<file path="src/rtl/rhg_pkg.sv">
`default_nettype none

package rhg_pkg;

    // Pixel channel and result field width
    localparam int CHAN_W = 8;

    // Configuration port geometry
    localparam int APB_ADDR_W = 3;
    localparam int APB_DATA_W = 32;

    // Register indexes (taken from paddr[2])
    localparam logic REG_SAT_THRESHOLD = 1'b0;

    // Arithmetic constants
    localparam logic [CHAN_W-1:0] FULL_SCALE        = 8'd255;
    localparam logic [CHAN_W-1:0] SAT_THRESHOLD_RST = 8'd50;

    // Hue numerator (< 6 * 255), hue dividend (num * 255), saturation dividend
    localparam int HNUM_W = 11;
    localparam int HDIV_W = 19;
    localparam int SDIV_W = 16;
    localparam int QUO_W  = 8;

    // Dominant channel
    typedef enum logic [1:0] {
        DOM_RED   = 2'd0,
        DOM_GREEN = 2'd1,
        DOM_BLUE  = 2'd2
    } t_dom;

endpackage

`default_nettype wire

</file>
<file path="src/rtl/rhg_pix_if.sv">
`default_nettype none

interface rhg_pix_if;

    logic                      valid;
    logic                      ready;
    logic [rhg_pkg::CHAN_W-1:0] red;
    logic [rhg_pkg::CHAN_W-1:0] green;
    logic [rhg_pkg::CHAN_W-1:0] blue;

    modport source (output valid, output red, output green, output blue, input ready);
    modport sink   (input valid, input red, input green, input blue, output ready);

endinterface

`default_nettype wire

</file>
<file path="src/rtl/rhg_hsl_if.sv">
`default_nettype none

interface rhg_hsl_if;

    logic                      valid;
    logic                      ready;
    logic [rhg_pkg::CHAN_W-1:0] gray;
    logic [rhg_pkg::CHAN_W-1:0] hue;
    logic [rhg_pkg::CHAN_W-1:0] saturation;
    logic [rhg_pkg::CHAN_W-1:0] lightness;

    modport source (output valid, output gray, output hue, output saturation,
                    output lightness, input ready);
    modport sink   (input valid, input gray, input hue, input saturation,
                    input lightness, output ready);

endinterface

`default_nettype wire

</file>
<file path="src/rtl/rgb_hsl_hue_gray_map_top.sv">
`default_nettype none

// RGB to HSL converter with a hue-derived gray level.
// i_pix carries one 8-bit RGB pixel per transaction (valid/ready); o_hsl
// returns gray, hue, saturation and lightness for it, in order, one result
// transaction per pixel. The APB port holds one register, sat_threshold at
// byte address 0; writes take effect at the access cycle, reads return it.
// From input transaction to valid result the pipeline runs thus: two stages
// find max/min and the hue numerator, one forms the dividends, eight stages
// of a restoring divider resolve one quotient bit each for hue and
// saturation in parallel, and a last register applies the gray threshold.
// Throughput is one pixel per cycle. The whole pipeline advances on one
// enable: while the output register holds a result the receiver has not
// taken, every stage holds and i_pix.ready stays low; bubbles are filled
// whenever the output slot frees. Synchronous active-low reset clears all
// valid bits and sets sat_threshold to 50.
module rgb_hsl_hue_gray_map_top (
    input  wire                               i_clk,
    input  wire                               i_rst_n,
    rhg_pix_if.sink                           i_pix,
    rhg_hsl_if.source                         o_hsl,
    input  wire                               psel,
    input  wire                               penable,
    input  wire                               pwrite,
    input  wire  [rhg_pkg::APB_ADDR_W-1:0]    paddr,
    input  wire  [rhg_pkg::APB_DATA_W-1:0]    pwdata,
    output logic [rhg_pkg::APB_DATA_W-1:0]    prdata,
    output logic                              pready
);

    localparam int CW   = rhg_pkg::CHAN_W;
    localparam int QW   = rhg_pkg::QUO_W;
    localparam int HW   = rhg_pkg::HDIV_W;
    localparam int SW   = rhg_pkg::SDIV_W;
    localparam int NW   = rhg_pkg::HNUM_W;

    // ------------------------------------------------------------------
    // Configuration register
    // ------------------------------------------------------------------
    logic [CW-1:0] r_sat_thr;

    assign pready = 1'b1;

    always_ff @(posedge i_clk) begin
        if (!i_rst_n) begin
            r_sat_thr <= rhg_pkg::SAT_THRESHOLD_RST;
        end else if (psel && penable && pwrite && pready
                     && (paddr[2] == rhg_pkg::REG_SAT_THRESHOLD)) begin
            r_sat_thr <= pwdata[CW-1:0];
        end
    end

    always_comb begin
        prdata = '0;
        if (paddr[2] == rhg_pkg::REG_SAT_THRESHOLD) begin
            prdata[CW-1:0] = r_sat_thr;
        end
    end

    // ------------------------------------------------------------------
    // Pipeline enable: advance when the output slot is free or drains
    // ------------------------------------------------------------------
    logic r_out_vld;
    logic en;

    assign en          = !r_out_vld || o_hsl.ready;
    assign i_pix.ready = en;

    // ------------------------------------------------------------------
    // Stage 1: max, min and dominant channel
    // ------------------------------------------------------------------
    logic           r_s1_vld;
    logic [CW-1:0]  r_s1_hi, r_s1_lo, r_s1_r, r_s1_g, r_s1_b;
    rhg_pkg::t_dom  r_s1_dom;
    logic [CW-1:0]  n_s1_hi, n_s1_lo;
    rhg_pkg::t_dom  n_s1_dom;

    always_comb begin
        n_s1_hi  = i_pix.red;
        n_s1_lo  = i_pix.red;
        n_s1_dom = rhg_pkg::DOM_RED;
        if (i_pix.green > n_s1_hi) begin
            n_s1_hi  = i_pix.green;
            n_s1_dom = rhg_pkg::DOM_GREEN;
        end
        if (i_pix.blue > n_s1_hi) begin
            n_s1_hi  = i_pix.blue;
            n_s1_dom = rhg_pkg::DOM_BLUE;
        end
        if (i_pix.green < n_s1_lo) n_s1_lo = i_pix.green;
        if (i_pix.blue < n_s1_lo)  n_s1_lo = i_pix.blue;
    end

    always_ff @(posedge i_clk) begin
        if (!i_rst_n) begin
            r_s1_vld <= 1'b0;
        end else if (en) begin
            r_s1_vld <= i_pix.valid;
        end
    end

    always_ff @(posedge i_clk) begin
        if (en) begin
            r_s1_hi  <= n_s1_hi;
            r_s1_lo  <= n_s1_lo;
            r_s1_dom <= n_s1_dom;
            r_s1_r   <= i_pix.red;
            r_s1_g   <= i_pix.green;
            r_s1_b   <= i_pix.blue;
        end
    end

    // ------------------------------------------------------------------
    // Stage 2: delta, hue numerator, saturation denominator, lightness
    // ------------------------------------------------------------------
    logic           r_s2_vld;
    logic [CW-1:0]  r_s2_delta, r_s2_den, r_s2_light;
    logic [NW-1:0]  r_s2_num;
    logic [CW-1:0]  n_s2_delta;
    logic [CW:0]    n_s2_sum;
    logic [CW-1:0]  n_s2_den;
    logic [NW-1:0]  n_s2_num;
    logic [NW-1:0]  n_s2_d6;

    always_comb begin
        n_s2_delta = r_s1_hi - r_s1_lo;
        n_s2_sum   = {1'b0, r_s1_hi} + {1'b0, r_s1_lo};
        n_s2_d6    = {1'b0, n_s2_delta, 2'b00} + {2'b00, n_s2_delta, 1'b0};
        // 255 - |sum - 255|
        if (n_s2_sum >= {1'b0, rhg_pkg::FULL_SCALE}) begin
            n_s2_den = CW'(10'd510 - {1'b0, n_s2_sum});
        end else begin
            n_s2_den = n_s2_sum[CW-1:0];
        end
        // hexagon position times delta, kept non-negative
        case (r_s1_dom)
            rhg_pkg::DOM_RED: begin
                if (r_s1_g >= r_s1_b) begin
                    n_s2_num = {3'b000, r_s1_g - r_s1_b};
                end else begin
                    n_s2_num = n_s2_d6 - {3'b000, r_s1_b - r_s1_g};
                end
            end
            rhg_pkg::DOM_GREEN: begin
                n_s2_num = ({2'b00, n_s2_delta, 1'b0} + {3'b000, r_s1_b})
                           - {3'b000, r_s1_r};
            end
            rhg_pkg::DOM_BLUE: begin
                n_s2_num = ({1'b0, n_s2_delta, 2'b00} + {3'b000, r_s1_r})
                           - {3'b000, r_s1_g};
            end
            default: begin
                n_s2_num = '0;
            end
        endcase
    end

    always_ff @(posedge i_clk) begin
        if (!i_rst_n) begin
            r_s2_vld <= 1'b0;
        end else if (en) begin
            r_s2_vld <= r_s1_vld;
        end
    end

    always_ff @(posedge i_clk) begin
        if (en) begin
            r_s2_delta <= n_s2_delta;
            r_s2_den   <= n_s2_den;
            r_s2_num   <= n_s2_num;
            r_s2_light <= n_s2_sum[CW:1];
        end
    end

    // ------------------------------------------------------------------
    // Divider pipeline: index 0 holds the dividends, each later index
    // resolves one quotient bit, most significant first
    // ------------------------------------------------------------------
    logic           r_dv_vld   [0:QW];
    logic           r_dv_nz    [0:QW];
    logic [HW-1:0]  r_dv_hrem  [0:QW];
    logic [NW-1:0]  r_dv_hden  [0:QW];
    logic [SW-1:0]  r_dv_srem  [0:QW];
    logic [CW-1:0]  r_dv_sden  [0:QW];
    logic [QW-1:0]  r_dv_hq    [0:QW];
    logic [QW-1:0]  r_dv_sq    [0:QW];
    logic [CW-1:0]  r_dv_light [0:QW];

    // form num*255, 6*delta and delta*255
    always_ff @(posedge i_clk) begin
        if (!i_rst_n) begin
            r_dv_vld[0] <= 1'b0;
        end else if (en) begin
            r_dv_vld[0] <= r_s2_vld;
        end
    end

    always_ff @(posedge i_clk) begin
        if (en) begin
            r_dv_nz[0]    <= (r_s2_delta != '0);
            r_dv_hrem[0]  <= {r_s2_num, 8'b0} - {8'b0, r_s2_num};
            r_dv_hden[0]  <= {1'b0, r_s2_delta, 2'b00} + {2'b00, r_s2_delta, 1'b0};
            r_dv_srem[0]  <= {r_s2_delta, 8'b0} - {8'b0, r_s2_delta};
            r_dv_sden[0]  <= r_s2_den;
            r_dv_hq[0]    <= '0;
            r_dv_sq[0]    <= '0;
            r_dv_light[0] <= r_s2_light;
        end
    end

    for (genvar j = 0; j < QW; j++) begin : g_div
        localparam int SH = QW - 1 - j;

        logic [HW-1:0] hsub;
        logic [SW-1:0] ssub;
        logic          hbit, sbit;

        // compare and subtract the shifted divisor
        always_comb begin
            hsub = HW'({{(HW-NW){1'b0}}, r_dv_hden[j]} << SH);
            ssub = SW'({{(SW-CW){1'b0}}, r_dv_sden[j]} << SH);
            hbit = (r_dv_hrem[j] >= hsub);
            sbit = (r_dv_srem[j] >= ssub);
        end

        always_ff @(posedge i_clk) begin
            if (!i_rst_n) begin
                r_dv_vld[j+1] <= 1'b0;
            end else if (en) begin
                r_dv_vld[j+1] <= r_dv_vld[j];
            end
        end

        always_ff @(posedge i_clk) begin
            if (en) begin
                r_dv_nz[j+1]    <= r_dv_nz[j];
                r_dv_hrem[j+1]  <= hbit ? (r_dv_hrem[j] - hsub) : r_dv_hrem[j];
                r_dv_srem[j+1]  <= sbit ? (r_dv_srem[j] - ssub) : r_dv_srem[j];
                r_dv_hden[j+1]  <= r_dv_hden[j];
                r_dv_sden[j+1]  <= r_dv_sden[j];
                r_dv_hq[j+1]    <= {r_dv_hq[j][QW-2:0], hbit};
                r_dv_sq[j+1]    <= {r_dv_sq[j][QW-2:0], sbit};
                r_dv_light[j+1] <= r_dv_light[j];
            end
        end
    end

    // ------------------------------------------------------------------
    // Output register: zero hue and saturation for gray pixels, apply
    // the saturation threshold
    // ------------------------------------------------------------------
    logic [CW-1:0] r_out_gray, r_out_hue, r_out_sat, r_out_light;
    logic [CW-1:0] n_out_hue, n_out_sat, n_out_gray;

    always_comb begin
        n_out_hue  = r_dv_nz[QW] ? r_dv_hq[QW] : '0;
        n_out_sat  = r_dv_nz[QW] ? r_dv_sq[QW] : '0;
        n_out_gray = (n_out_sat < r_sat_thr) ? '0 : (rhg_pkg::FULL_SCALE - n_out_hue);
    end

    always_ff @(posedge i_clk) begin
        if (!i_rst_n) begin
            r_out_vld <= 1'b0;
        end else if (en) begin
            r_out_vld <= r_dv_vld[QW];
        end
    end

    always_ff @(posedge i_clk) begin
        if (en) begin
            r_out_gray  <= n_out_gray;
            r_out_hue   <= n_out_hue;
            r_out_sat   <= n_out_sat;
            r_out_light <= r_dv_light[QW];
        end
    end

    assign o_hsl.valid      = r_out_vld;
    assign o_hsl.gray       = r_out_gray;
    assign o_hsl.hue        = r_out_hue;
    assign o_hsl.saturation = r_out_sat;
    assign o_hsl.lightness  = r_out_light;

endmodule

`default_nettype wire
</file>
<file path="src/flat_wrapper.sv">
// flat-port wrapper written by rule: the top's interface ports become plain ports
module rgb_hsl_hue_gray_map_top_flat 
  (i_clk, i_rst_n, psel, penable, pwrite, paddr, pwdata, prdata, pready, i_pix_valid, i_pix_red, i_pix_green, i_pix_blue, i_pix_ready, o_hsl_valid, o_hsl_gray, o_hsl_hue, o_hsl_saturation, o_hsl_lightness, o_hsl_ready);
  rhg_pix_if i_pix_i ();
  rhg_hsl_if o_hsl_i ();
  input  wire i_clk;
  input  wire i_rst_n;
  input  wire psel;
  input  wire penable;
  input  wire pwrite;
  input  wire  [rhg_pkg::APB_ADDR_W-1:0] paddr;
  input  wire  [rhg_pkg::APB_DATA_W-1:0] pwdata;
  output logic [rhg_pkg::APB_DATA_W-1:0] prdata;
  output logic pready;
  input wire logic [$bits(i_pix_i.valid)-1:0] i_pix_valid;
  input wire logic [$bits(i_pix_i.red)-1:0] i_pix_red;
  input wire logic [$bits(i_pix_i.green)-1:0] i_pix_green;
  input wire logic [$bits(i_pix_i.blue)-1:0] i_pix_blue;
  output wire logic [$bits(i_pix_i.ready)-1:0] i_pix_ready;
  output wire logic [$bits(o_hsl_i.valid)-1:0] o_hsl_valid;
  output wire logic [$bits(o_hsl_i.gray)-1:0] o_hsl_gray;
  output wire logic [$bits(o_hsl_i.hue)-1:0] o_hsl_hue;
  output wire logic [$bits(o_hsl_i.saturation)-1:0] o_hsl_saturation;
  output wire logic [$bits(o_hsl_i.lightness)-1:0] o_hsl_lightness;
  input wire logic [$bits(o_hsl_i.ready)-1:0] o_hsl_ready;
  assign i_pix_i.valid = i_pix_valid;
  assign i_pix_i.red = i_pix_red;
  assign i_pix_i.green = i_pix_green;
  assign i_pix_i.blue = i_pix_blue;
  assign i_pix_ready = i_pix_i.ready;
  assign o_hsl_valid = o_hsl_i.valid;
  assign o_hsl_gray = o_hsl_i.gray;
  assign o_hsl_hue = o_hsl_i.hue;
  assign o_hsl_saturation = o_hsl_i.saturation;
  assign o_hsl_lightness = o_hsl_i.lightness;
  assign o_hsl_i.ready = o_hsl_ready;
  rgb_hsl_hue_gray_map_top u_core (.i_clk(i_clk), .i_rst_n(i_rst_n), .i_pix(i_pix_i), .o_hsl(o_hsl_i), .psel(psel), .penable(penable), .pwrite(pwrite), .paddr(paddr), .pwdata(pwdata), .prdata(prdata), .pready(pready));
endmodule
</file>
<file path="config.mk">
export PLATFORM = sky130hd
export DESIGN_NAME = rgb_hsl_hue_gray_map_top_flat
export DESIGN_NICKNAME = d
export VERILOG_FILES = /design/src/rtl/rhg_pkg.sv /design/src/rtl/rhg_pix_if.sv /design/src/rtl/rhg_hsl_if.sv /design/src/rtl/rgb_hsl_hue_gray_map_top.sv /design/src/flat_wrapper.sv
export SDC_FILE = /design/constraint.sdc
export NUM_CORES = 1
export LEC_CHECK = 0
export CAP_MARGIN = 20
export CORE_AREA = 4 4 275 277
export CTS_BUF_LIST = sky130_fd_sc_hd__clkbuf_4 sky130_fd_sc_hd__clkbuf_8 sky130_fd_sc_hd__clkbuf_16
export DETAILED_ROUTE_END_ITERATION = 8
export DIE_AREA = 0 0 279 281
export DONT_BUFFER_PORTS = 1
export PLACE_DENSITY = 0.66
export SETUP_SLACK_MARGIN = 0.2
export SLEW_MARGIN = 15
export SYNTH_ARGS = -nofsm -noshare
export SYNTH_HDL_FRONTEND = slang
export SYNTH_SLANG_ARGS = --single-unit
</file>
<file path="constraint.sdc">
create_clock -name i_clk -period 31.3 [get_ports i_clk]
set_input_delay 6.26 -clock i_clk [delete_from_list [all_inputs] [get_ports i_clk]]
set_output_delay 6.26 -clock i_clk [all_outputs]
set_load 0.05 [all_outputs]
</file>
==> summary.txt <==
Clock tree
  • Post-CTS sizing: 0
  • CTS Buf Count: 74
  • Worst-path clk slew: 0.05 ns
  • Clock Path Buffers: 3
  • Hold_buf cts: 0
  • CTS tree: built
  • CTS root buffer: clkbuf_16
  • Post-CTS setup buffer count: 0
  • H-tree depth: 3
  • Sink Count: 682
  • Clk_lat worst skew: 0.62 ns

Worst setup path
  • Worst reg2reg endpoint: u_core.r_s2_num[9]
  • Slowest-stage cell, CP: nor2b_1
  • Setup Crit Path Kind: in2out
  • Worst Path Arrival: 7.19 ns
  • Reg2reg start: u_core.r_s1_lo[1]
  • Reg2reg path depth: 17
  • Req. time, crit path: 25.04 ns
  • CP Capture Type: output pin
  • Critical Path Max Stage Delay: 0.51 ns
  • Worst path buffer plus inverter count: 1
  • Top delay family on crit path: simple AND/OR/NAND/NOR gates
  • Crit path launch type: primary input
  • CP Cell Sequence: nor2b_1 -> inv_8
  • Crit Path Max Fanout: 55
  • Worst R2R Setup Slack: 25.71 ns

Synthesis
  • Main area contributors after synthesis: edfxtp_1 57%, ha_1 9.3%, inv_1 3.3%
  • Adder-cell share of the synthesized area: 11.32%
  • Largest family of logic cells by synthesized area: adder cells
  • Post-Synth XOR/XNOR Area: 4.607%
  • Synth Area in Compound Gates: 10.22%
  • Main synth FF type: edfxtp_1
  • Mapped cell area: 0.03555 sq mm
  • Post-synth EDFFs: 670
  • Seq/Total Area, Yosys: 57.27%
  • Mean Syn Cell Area: 12.17 sq um
  • Post-synthesis mux area share: 1.982%
  • Area share of the largest cell type after synthesis: 56.60%
  • Register bit total from synthesis: 682
  • Yosys cell types: 83
  • Synth Area in Simple Gates: 10.25%
  • Synthesized instance count: 2921
  • Yosys warnings: 0
  • Yosys top cell by area: edfxtp_1
  • Synth async-reset ratio: 0%

Timing
  • Fin Hold WS: 0.4065 ns
  • Slew Viols, Final: 0
  • Setup TNS: 0 ns
  • Slew @ Worst Pin: 1.055 ns
  • Final Hold Viols: 0
  • Slew headroom: 29.23%
  • RSZ-0062 raised after global routing: false
  • Tcrit/Tclk final: 42.98%
  • Skew final: 0.04091 ns
  • Setup ws final: 17.85 ns
  • Final setup violation count: 0
  • Fin crit period: 13.45 ns
  • Max Clk Rate: 74.33 MHz

Route
  • Remaining antenna violation count: 0
  • DRC viols: 0
  • Drt total wl: 64520 microns
  • DR pass1 iterations: 8
  • Routed length per instance: 16.19 microns
  • DR vias: 21590
  • Vias/cell: 5.417
  • Drt initial violations: 1355

Placement
  • PortBufs: 0
  • Post-Place Setup Slack: 17.84 ns
  • Routability cong.: 0.9036
  • Dpl hpwl: 48240 microns

Hold path
  • Worst Hold Depth: 0
  • Hold EP: u_core.r_dv_nz[1][3]
  • Hold Crit Class: reg2reg
  • Hold wc startpoint: u_core.r_dv_nz[1][2]

Global route
  • Total track usage: 16.52%
  • Initial antenna violation count: 0
  • Grt total ovfl: 0
  • First-pass GRT wire length: 107200 microns
  • Pin count of the biggest net entering global routing: 189
  • Number of global-route vias before repair: 22040

Floorplanning
  • Initial Util: 48.81%
  • Row count: 99
  • DIE HEIGHT: 281 microns
  • Die W: 279 microns
  • Num ports: 133
  • Die area: 0.07840 sq mm
  • Core ar.: 0.07283 sq mm

Finish
  • Layout cells sized above 1: 6.510%
  • ANT cells: 0
  • Syn-to-layout area delta: 10.19%
  • Nets: 3333
  • Fillers: 6069
  • Final design utilization: 53.78%

Status
  • Status: finished, final reports clean

Run
  • # Max-Cap Violations: 0
-- how the worst max path moves through the flow --
stage	startpoint	to	slack [ns]	depth (start not counted)
final	o_hsl_ready	i_pix_ready	17.85	2
after floorplan	o_hsl_ready	i_pix_ready	0.24	3
after global placement	o_hsl_ready	i_pix_ready	17.86	2
after detailed placement	o_hsl_ready	i_pix_ready	17.84	2
after global routing	o_hsl_ready	i_pix_ready	17.75	2
after CTS	o_hsl_ready	i_pix_ready	17.84	2
-- cells by family after synthesis --
group / after synthesis
flops: 682
compound gates: 576
mux: 66
xor+xnor: 187
buf+inv: 381
fa+ha+maj: 300
simple gates: 727
other cells: 2
-- per-stage QoR --
stage	cells	area, sq um
floorplan	2944	35640
global placement	3849	36610
detailed placement	3849	36610
CTS	3984	39160
global route	3985	39170
finish	3985	39170
-- Yosys cell counts (all sizes together), types with 10 or more instances --
master	count
mux2i	34
o21a	43
xnor2	108
o21ai	142
or4	18
nor4	31
a211oi	23
nor2	206
mux2	32
ha	264
nand2	160
inv	310
o221ai	11
a21oi	171
a21o	38
fa	36
edfxtp	670
a21boi	15
a31oi	15
dfxtp	12
nand3	33
or3	23
o31a	10
nor3	49
and3	16
buf	34
and2	23
xor2	79
o31ai	20
nand4	26
o211ai	20
o21bai	14
clkbuf	36
nor2b	50
or2	11
nand2b	47
-- routing by layer --
metal  part of all wire, %  vias to the layer above  track usage [%]
li1                      -                    10670                -
met4                   4.3                        0            7.694
met1                    39                    10290            18.26
met5                     0                        -                0
met3                   3.4                      179            2.675
met2                    53                      454            31.05
-- layout make-up --
class	count	area (sq um)	area share, %
Sequential cell	682	20360	51.98
Multi-Input combinational cell	1881	13750	35.09
Clock buffer	94	2037	5.200
Tap cell	959	1200	3.063
Inverter	311	1175	2.999
Clock inverter	41	510.5	1.303
Timing Repair Buffer	17	143.9	0.3673
-- state kept, by name, summed over array words and instances, names as in the netlist, 8 cells and up --
signal and count:
u_core.r_s1_lo 8, u_core.r_s1_hi 8, u_core.r_dv_hden 65, u_core.r_sat_thr 8, u_core.r_s1_r 8, u_core.r_dv_nz 9, u_core.r_dv_srem 120, u_core.o_hsl.lightness 8
u_core.r_dv_vld 9, u_core.o_hsl.hue 8, u_core.r_s2_light 8, u_core.r_s2_den 8, u_core.o_hsl.gray 8, u_core.r_s1_b 8, u_core.r_dv_sden 64, u_core.r_dv_hq 36
u_core.o_hsl.saturation 8, u_core.r_dv_light 72, u_core.r_s1_g 8, u_core.r_s2_num 11, u_core.r_dv_sq 36, u_core.r_dv_hrem 152
-- placed cells by master (no fill, tap or decap), drive strengths merged, types with 47 or more instances in the layout --
cell type  instances
xor2              79
nand2b            47
edfxtp           670
nand2            160
clkbuf            94
nor2             206
inv              312
ha               264
a21oi            171
nor2b             50
nor3              49
xnor2            108
o21ai            142
Power is left out: the tool's default activity adds up to more than one toggle a clock period on the data nets, which glitch-free logic cannot reach.
